File: src/mf_pkg.sv
package mf_pkg;

  localparam int MAX_WIDTH  = 1024;
  localparam int MAX_HEIGHT = 1024;
  localparam int ADDR_W     = $clog2(MAX_WIDTH);
  localparam int COORD_W    = 10;
  localparam int SIZE_W     = 11;
  localparam int PIX_W      = 8;
  localparam int WIN        = 4;
  localparam int HIST       = 3;
  localparam int NVAL       = WIN * WIN;
  localparam int PICK       = 8;
  localparam int QDEPTH     = 4;
  localparam int QPTR_W     = $clog2(QDEPTH);
  localparam int QCNT_W     = QPTR_W + 1;

  // Configuration register indexes.
  localparam logic REG_WIDTH  = 1'b0;
  localparam logic REG_HEIGHT = 1'b1;

  // One full window on its way from the front end to the rank pipeline.
  typedef struct packed {
    logic [COORD_W-1:0]         x;
    logic [COORD_W-1:0]         y;
    logic                       last;
    logic [NVAL-1:0][PIX_W-1:0] vals;
  } win_item_t;

  // Limits a frame dimension to 1..maxv.
  function automatic logic [SIZE_W-1:0] clamp_size(input logic [SIZE_W-1:0] v,
                                                   input logic [SIZE_W-1:0] maxv);
    logic [SIZE_W-1:0] r;
    r = v;
    if (v == '0) r = SIZE_W'(1);
    else if (v > maxv) r = maxv;
    return r;
  endfunction

endpackage

File: src/mf_queue.sv
module mf_queue import mf_pkg::*; (
  input  logic              clk,
  input  logic              rst_n,
  input  logic              wr,
  input  win_item_t         wr_item,
  input  logic              rd,
  output win_item_t         head,
  output logic              empty,
  output logic [QCNT_W-1:0] count
);

  win_item_t          q_mem [QDEPTH];
  logic [QPTR_W-1:0]  wp_r, rp_r;
  logic [QCNT_W-1:0]  cnt_r;

  always_ff @(posedge clk) begin
    if (!rst_n) begin
      wp_r  <= '0;
      rp_r  <= '0;
      cnt_r <= '0;
    end else begin
      if (wr) wp_r <= wp_r + QPTR_W'(1);
      if (rd) rp_r <= rp_r + QPTR_W'(1);
      cnt_r <= cnt_r + {{(QCNT_W-1){1'b0}}, wr} - {{(QCNT_W-1){1'b0}}, rd};
    end
  end

  always_ff @(posedge clk) begin
    if (wr) q_mem[wp_r] <= wr_item;
  end

  assign head  = q_mem[rp_r];
  assign empty = (cnt_r == '0);
  assign count = cnt_r;

endmodule

File: config.mk
export PLATFORM = sky130hd
export DESIGN_NAME = mf_queue
export DESIGN_NICKNAME = d
export VERILOG_FILES = /design/src/mf_pkg.sv /design/src/mf_queue.sv
export SDC_FILE = /design/constraint.sdc
export NUM_CORES = 1
export LEC_CHECK = 0
export BUFFER_PORTS_ARGS = -buffer_cell sky130_fd_sc_hd__buf_4
export CAP_MARGIN = 10
export CORE_MARGIN = 1
export CORE_UTILIZATION = 50
export DETAILED_ROUTE_END_ITERATION = 10
export PLACE_DENSITY = 0.82
export SLEW_MARGIN = 20
export SYNTH_ARGS = -nofsm -noshare
export SYNTH_HDL_FRONTEND = slang
export SYNTH_SLANG_ARGS = --single-unit
File: constraint.sdc
create_clock -name clk -period 8.3 [get_ports clk]
set_input_delay 1.245 -clock clk [delete_from_list [all_inputs] [get_ports clk]]
set_output_delay 1.245 -clock clk [all_outputs]
set_load 0.005 [all_outputs]
==> metrics.cfg <==
[outcome]
status=finished clean

[timing]
hold_viol_final=0
fin_crit_sh_pct=51.36
slew_headroom_pct=36.11
tightest_slew_ps=958.3
post-route-min-period_ps=4263
setup_tns_ps=0
setup_viol=0
drv_slew=0
rsz0062_at_grt=false
skew_ps=15.52
fmax_ghz=0.2346

[layout]
layout.nets=1325
num_antenna_cells=0
final_util_pct=61.86
fillers=2880
drive_gt1_share_pct=45.63
area_growth_pct=21.71

[setup_path]
critical_path_peak_fanout=49
setup.worst_path.start_class=register
max_stage_delay_ps=830
cp_common_cell=buf_4
cp_cell_sequence=buf_4, mux4_2, buf_4
cp.required_ps=7050
cp_slowest_cell=buf_4
end_kind=output port
arrival_ps=3020
cp.depth=3
path_class=reg2out
path_buf_inv=2
crit_family=buffers and inverters
reg2regPathDepth=3

[hold_path]
hp-class=reg2reg
hold_depth=2

[synthesis]
syn_area_per_cell_um2=26.73
postSynthCellCount=821
synth.distinct_cells=18
ys_seq_area_share_pct=82.39
synth_area_um2=21940
synth_warnings=0
synth_seq_cells=605
mappedNetlistNets=981

[routing]
drc=0
viasPerCell=5.455
drtPass1Iterations=5
postRouteAntennaNets=0
wl_per_cell_um=23.42
drt-total-wl_mm=42.09
drt_iter0_markers=795
vias=9803

[flow_run]
maxCapViolations=0

[pwr]
vdd_drop_max_v=0.0002367
p_leak_nw=8.940
p_per_area_nw_per_um2=254.0

[global_routing]
grt_max_degree=75
grt_usage_pct=19.02
first_global_vias=10508
grt_pass1_wl_mm=62.47
grt.overflow.total=0
antenna_found_initial=0

[clock_network]
cts_resized=0
cts_hold_buf=0
clk_pin_slew_ps=60
post_cts_buffers=0
cts_made_buffers=59
cts_max_path_buffers=3
cts_sinks=605
cts_tree=built
clkLatencyLatePin_ps=590
cts-root-buf=clkbuf_16
htree_levels=2

[floorplanning]
dieArea_um2=44730
rows=76
die_w_um=211.5
initial_utilization_pct=50.83
core_region_area_um2=43170
ios=306
die_y_um=211.5

[placed_design]
portBuffers=305
globalplace.congestion=0.7529
dp_hpwl_mm=24.80

final timing paths:
check                                    end  slack [ps]     start
worst min register to register       wp_r[1]         560   wp_r[1]
worst max-delay path                head[95]        4040  register
worst max register to register  q_mem[3][76]        5690   wp_r[0]
worst min-delay path                 wp_r[1]         560   wp_r[1]
flip-flops by register name (all words and copies together), names as in the netlist, named ones only:
signal  count
q_mem     596
count       3
rp_r        2
wp_r        2
final cells by class:
class | count | area (um^2) | share of cell area [%]
clock buffers | 79 | 1604 | 6.006
clock inverters | 29 | 270.3 | 1.012
inverters | 7 | 26.28 | 0.09839
multi-input cells | 175 | 3596 | 13.47
flip-flops and latches | 605 | 18080 | 67.72
well taps | 585 | 732.0 | 2.741
repair buffers | 317 | 2392 | 8.958
synthesized netlist by cell type:
master	n	area (um^2)
nand3b_1	1	7.510
a21bo_2	1	10.01
a21oi_1	1	5.000
edfxtp_1	596	17900
nor2_1	5	18.77
clkbuf_1	4	15.01
fa_1	1	20.02
nor3_1	1	5.000
inv_1	7	26.28
and2_1	6	37.54
mux4_2	149	3356
mux2i_1	1	10.01
buf_2	16	80.08
dfxtp_1	9	180.2
buf_6	14	157.7
ha_1	6	75.07
xor3_1	1	23.77
xnor2_1	2	17.52
cells in the final DEF, fill, tap and decap left out, drive strengths merged, types with 2 or more instances in the layout:
cell | Yosys | layout
edfxtp | 596 | 596
buf | 30 | 317
mux4 | 149 | 149
clkbuf | 4 | 79
clkinv | 0 | 19
dfxtp | 9 | 9
inv | 7 | 8
ha | 6 | 6
and2 | 6 | 6
nor2 | 5 | 5
bufinv | 0 | 5
clkinvlp | 0 | 4
xnor2 | 2 | 2
worst min-delay path: stages (launching register included):
cell,delay (ps)
dfxtp_1,340
mux2i_1,130
nor2_1,50
kinds of logic after synthesis:
logic type               Yosys count  share of synthesized area, %
buffers and inverters             41                         1.272
adder cells (fa/ha/maj)            7                        0.4334
AND/OR/NAND/NOR                   13                        0.3136
XOR/XNOR                           3                        0.1882
AO/OA/AOI/OAI                      2                       0.06841
multiplexers                     150                         15.34
flip-flops                       605                         82.39
power breakdown:
| part | internal, W | switching (W) |
|---|---|---|
| registers | 0.00352 | 0.0000497 |
| clock network | 0.00151 | 0.00106 |
| logic | 0.000356 | 0.000295 |
| total | 0.00538 | 0.00141 |
stage by stage:
| step | power (W) | hold slack, ps | area [um^2] | cells | worst slack [ps] |
|---|---|---|---|---|---|
| after floorplan | 0.003952 | 499.3 | 21940 | 821 | 3128 |
| after global placement | 0.004262 | 499.5 | 24830 | 1689 | 4578 |
| after detailed placement | 0.004290 | 560.3 | 24830 | 1689 | 4552 |
| after CTS | 0.006860 | 565.7 | 26710 | 1797 | 3878 |
| after global routing | 0.007011 | 591.1 | 26710 | 1797 | 3783 |
| final | 0.006783 | 563.5 | 26710 | 1797 | 4037 |
per-layer routing:
layer  up-vias  part of all wire (%)  GRT usage (%)
met3        63                   8.0          5.652
met2       358                    50          30.93
li1       4233                     -              -
met1      5149                    40          24.97
met5         -                     0              0
met4         0                   2.1          5.672
Note: power is estimated with default switching activity, not from simulation.
