$ cat src/mf_pkg.sv
package mf_pkg;

  localparam int MAX_WIDTH  = 1024;
  localparam int MAX_HEIGHT = 1024;
  localparam int ADDR_W     = $clog2(MAX_WIDTH);
  localparam int COORD_W    = 10;
  localparam int SIZE_W     = 11;
  localparam int PIX_W      = 8;
  localparam int WIN        = 4;
  localparam int HIST       = 3;
  localparam int NVAL       = WIN * WIN;
  localparam int PICK       = 8;
  localparam int QDEPTH     = 4;
  localparam int QPTR_W     = $clog2(QDEPTH);
  localparam int QCNT_W     = QPTR_W + 1;

  // Configuration register indexes.
  localparam logic REG_WIDTH  = 1'b0;
  localparam logic REG_HEIGHT = 1'b1;

  // One full window on its way from the front end to the rank pipeline.
  typedef struct packed {
    logic [COORD_W-1:0]         x;
    logic [COORD_W-1:0]         y;
    logic                       last;
    logic [NVAL-1:0][PIX_W-1:0] vals;
  } win_item_t;

  // Limits a frame dimension to 1..maxv.
  function automatic logic [SIZE_W-1:0] clamp_size(input logic [SIZE_W-1:0] v,
                                                   input logic [SIZE_W-1:0] maxv);
    logic [SIZE_W-1:0] r;
    r = v;
    if (v == '0) r = SIZE_W'(1);
    else if (v > maxv) r = maxv;
    return r;
  endfunction

endpackage

$ cat src/mf_back.sv
module mf_back import mf_pkg::*; (
  input  logic               clk,
  input  logic               rst_n,
  input  logic               q_empty,
  input  win_item_t          q_head,
  output logic               q_pop,
  input  logic               pop,
  output logic               empty,
  output logic [COORD_W-1:0] x,
  output logic [COORD_W-1:0] y,
  output logic [PIX_W-1:0]   median,
  output logic               last
);

  logic      en;
  logic      va_r, vb_r, vc_r;
  win_item_t a_r, b_r;
  logic [NVAL-1:0][NVAL-1:0] beat_a, beat_r;
  logic [NVAL-1:0] hot, hot_r;
  logic [PIX_W-1:0] sel;

  assign en    = !vc_r || pop;
  assign q_pop = en && !q_empty;

  // Value i outranks value j when j is smaller, or equal and earlier.
  always_comb begin
    for (int i = 0; i < NVAL; i++) begin
      for (int j = 0; j < NVAL; j++) begin
        beat_a[i][j] = (j != i) && ((q_head.vals[j] < q_head.vals[i]) ||
                       ((q_head.vals[j] == q_head.vals[i]) && (j < i)));
      end
    end
  end

  always_comb begin
    for (int i = 0; i < NVAL; i++) begin
      hot[i] = ($countones(beat_r[i]) == PICK);
    end
  end

  always_comb begin
    sel = '0;
    for (int i = 0; i < NVAL; i++) begin
      if (hot_r[i]) sel = sel | b_r.vals[i];
    end
  end

  always_ff @(posedge clk) begin
    if (!rst_n) begin
      va_r <= 1'b0;
      vb_r <= 1'b0;
      vc_r <= 1'b0;
    end else if (en) begin
      va_r <= !q_empty;
      vb_r <= va_r;
      vc_r <= vb_r;
    end
  end

  always_ff @(posedge clk) begin
    if (en) begin
      a_r    <= q_head;
      beat_r <= beat_a;
      b_r    <= a_r;
      hot_r  <= hot;
      x      <= b_r.x;
      y      <= b_r.y;
      last   <= b_r.last;
      median <= sel;
    end
  end

  assign empty = !vc_r;

endmodule

$ cat config.mk
export PLATFORM = sky130hd
export DESIGN_NAME = mf_back
export DESIGN_NICKNAME = d
export VERILOG_FILES = /design/src/mf_pkg.sv /design/src/mf_back.sv
export SDC_FILE = /design/constraint.sdc
export NUM_CORES = 2
export LEC_CHECK = 0
export BUFFER_PORTS_ARGS = -buffer_cell sky130_fd_sc_hd__buf_2
export CORE_MARGIN = 2
export CORE_UTILIZATION = 50
export CTS_CLUSTER_DIAMETER = 100
export CTS_CLUSTER_SIZE = 24
export DETAILED_ROUTE_END_ITERATION = 7
export MAX_ROUTING_LAYER = met4
export PLACE_DENSITY = 0.67
export SYNTH_ARGS = -nofsm -noshare
export SYNTH_HDL_FRONTEND = slang
export SYNTH_SLANG_ARGS = --single-unit
$ cat constraint.sdc
create_clock -name clk -period 17.4 [get_ports clk]
set_input_delay 3.48 -clock clk [delete_from_list [all_inputs] [get_ports clk]]
set_output_delay 3.48 -clock clk [all_outputs]
set_load 0.02 [all_outputs]
==> impl_metrics.tcl <==
set metrics [dict create \
    run_status "finished, final reports clean" \
    nFillCells 8091 \
    die_h_um 312 \
    num_io_pins 184 \
    synth.lib_cells_used.distinct 31 \
    cts.path.max_buffers 3 \
    post_cts_hold_buffer_count 0 \
    worst_slew_pin_slew_ps 1250 \
    grtUsageMet2_pct 50.5 \
    detailedRoute.firstPassIterationCount 8 \
    wl_um 163000 \
    max_freq_mhz 127 \
    post-cts-setup-buffer-count 0 \
    wire_length_of_the_first_global_routing_pass_um 231000 \
    cts_inserted_buffers 38 \
    finalClockSkew_ps 28.9 \
    drt_first_iter_violations 4237 \
    gr-usage-met3_pct 7.19 \
    detailroute.via_count 36255 \
    min_from "a_r[35]" \
    start_util_pct 50.6 \
    fin_hold_ws_ps 410 \
    maxCapViolCount 0 \
    syn-instance-count 4141 \
    yosys_warnings 0 \
    synth_top_area_cell "edfxtp_1" \
    tritoncts_clock_tree "built" \
    grt_busiest_layer "met2" \
    nets 5816 \
    static-leakage-power_nw 22.5 \
    rsz0062_at_grt "false" \
    finalCritPeriodShare_pct 45.3 \
    maximum_number_of_pins_on_one_net_before_global_route_repair 102 \
    clockRootBuffer "clkbuf_16" \
    cts_sinks 586 \
    num_rows 112 \
    number_of_register_bits_inferred_by_synthesis 586 \
    seqPwrFrac_pct 34.3 \
    clk_pin_slew_ps 90 \
    critical_path.max_stage_delay_ps 520 \
    power_switching_mw 2.11 \
    hpwl_um 116000 \
    finalSetupViolations 0 \
    post_cts_resized 0 \
    clock_tree.htree_level_count 2 \
    placement.io_buffers 183 \
    worstSkewPairLatency_ps 620 \
    r2r-start "beat_r[48]" \
    routabilityCongestion 0.937 \
    total_core_area_sq_um 93600 \
    synth.avg_cell_area_sq_um 11.4 \
    path_buf_inv 2 \
    max_slew_margin_pct 16.2 \
    synthDominantCellAreaShare_pct 37.0 \
    share_of_total_power_consumed_by_net_switching_pct 39.4 \
    setup.worst_path.class "in -> out" \
    critical_path_cell_sequence "buf_2 -> nor2b_1 -> nor2_1 -> buf_2" \
    area.growth.synth_to_final_pct 8.33 \
    comb_power_share_pct 47.0 \
    hold_path.class "reg -> reg" \
    clockPowerShare_pct 18.7 \
    critPathSlowestCell "nor2b_1" \
    final-seq-area_sq_um 17600 \
    cell_types_occupying_the_most_area_after_synthesis "edfxtp_1 37%, ha_1 30%, fa_1 6.8%, a21oi_1 4.9%, inv_1 3.6%" \
    die_outline_area_sq_um 97200 \
    netlist_area_sq_um 47400 \
    fin_crit_ps 7880 \
    avgViaCountPerCell 6.40 \
    die_x_um 312 \
    cpLargestDelayFamily "simple AND/OR/NAND/NOR gates" \
    power.density_nw_per_um2 104 \
    routed_wire_length_per_instance_um 28.8 \
    worst-endpoint-arrival_ps 4400 \
    post_synthesis_net_count 5574 \
    remaining_drc_errors 0 \
    grt_overflow_total 0 \
    grtUsageTotal_pct 34.2 \
    drive_gt1_share_pct 7.79 \
    worstSetupStartpointType "input port" \
    antenna_found_initial 7 \
    timing.final.hold_violations 0 \
    power.ir.vdd_worst_v 0.0000959 \
    worstSetupEndpointType "output port" \
    gr-usage-met1_pct 45.2 \
    via_count_of_the_first_global_routing_pass 33987 \
    worst_setup_path_startpoint "pop" \
    place_area_sq_um 50100 \
    ys_seq_area_share_pct 37.1 \
    finalInstanceArea_sq_um 51300 \
    slew_violations 0 \
    multi_input_area_sq_um 28000 \
    antenna_left 0 \
    crit_required_ps 13920 \
    dominant_cell_type_by_count_on_the_critical_path "buf_2" \
    setup_tns_ps 0 \
    crit_fanout 5 \
    p_int_mw 3.25 \
]
==> worst paths after layout <==
kind	end	slack (ps)	cells past startpoint
setup reg to reg	hot_r[3]	12710	12
hold reg to reg	b_r[35]	410	0
setup / recovery	q_pop	9520	4
hold / removal	b_r[35]	410	0
==> cell type report <==
type / instances / area share, %
Multi-Input combinational cell: 3083 / 54.6
Tap cell: 1254 / 3.06
Clock inverter: 21 / 0.556
Sequential cell: 586 / 34.2
Timing Repair Buffer: 218 / 2.30
Inverter: 456 / 3.35
Clock buffer: 38 / 1.85
Antenna cell: 6 / 0.0293
==> routing by layer <==
metal  up-vias  share of wire [%]
met3       411                 12
met2      2002                 43
met5         -                  0
met1     17513                 40
met4         0                5.5
li1      16329                  -
==> logic make-up (layout without fill, tap and decap cells) <==
group,Yosys count,after routing,share of synthesized area [%]
other,0,6,0
xor gates and xnor gates,16,16,0.296
DFF,586,586,37.1
buffers and inverters,472,733,3.74
AOI/OAI and AO/OA,1043,1043,13.9
adders and majority gates,1280,1280,36.4
and+or+nand+nor,743,743,8.57
muxes,1,1,0.0211
==> registers in the layout, indices dropped and copies added, names as in the netlist <==
| signal | count |
|---|---|
| a_r | 149 |
| b_r | 149 |
| beat_r | 240 |
| hot_r | 16 |
| last | 1 |
| median | 8 |
| va_r | 1 |
| vb_r | 1 |
| vc_r | 1 |
| x | 10 |
| y | 10 |
==> metrics by stage <==
step | utilization (%) | total power [mW] | instances | worst slack [ps]
after detailed placement | 53.5 | 4.34 | 5597 | 9530
after global placement | 53.5 | 4.24 | 5597 | 9540
after floorplan | - | 3.61 | 4141 | 1670
after CTS | 54.8 | 5.33 | 5656 | 9520
final | 54.8 | 5.35 | 5662 | 9520
after global routing | 54.8 | 5.77 | 5661 | 9440
==> power by group through the flow <==
stage,clock network [mW],logic [mW],registers (mW)
after floorplan,0,1.78,1.83
after global placement,0,2.38,1.86
after detailed placement,0,2.48,1.86
after CTS,1.00,2.49,1.83
after global routing,1.05,2.88,1.84
final,1.00,2.52,1.83
==> synthesized netlist by cell type <==
master     count
ha_1        1120
edfxtp_1     583
a21oi_1      464
inv_1        456
nand4_1      248
nand2_1      187
o21ai_0      172
fa_1         160
nor2_1       136
o21a_1        87
o31a_1        86
o31ai_1       86
nor3_1        49
a21boi_0      34
nand3_1       34
nor2b_4       34
o211ai_2      34
or4_1         34
a221oi_1      32
a22o_1        32
nor3b_1       16
xor2_1        16
a211oi_1      15
clkbuf_1      15
dfxtp_1        3
nor2b_1        3
buf_1          1
mux2i_1        1
nand2b_1       1
nor4b_1        1
o2bb2ai_1      1
==> cell usage in the layout, fill, tap and decap left out, types with 38 or more instances in the layout <==
master     instances
nor2_1           136
ha_1            1120
buf_2            183
o21ai_0          172
o31a_1            86
fa_1             160
edfxtp_1         583
clkbuf_16         38
o21a_1            87
inv_1            455
a21oi_1          464
o31ai_1           86
nand2_1          187
nor3_1            49
nand4_1          248
==> worst reg2reg max path, cell delays in order, from the launching register on <==
cell      delay (ps)
edfxtp_1         410
ha_1             390
inv_1             80
fa_1             480
inv_1             50
fa_1             460
fa_1             520
ha_1             170
inv_1             60
fa_1             380
nor3_1           250
a21oi_1           80
nor3b_1         1000
Power figures use the tool's default switching activity.
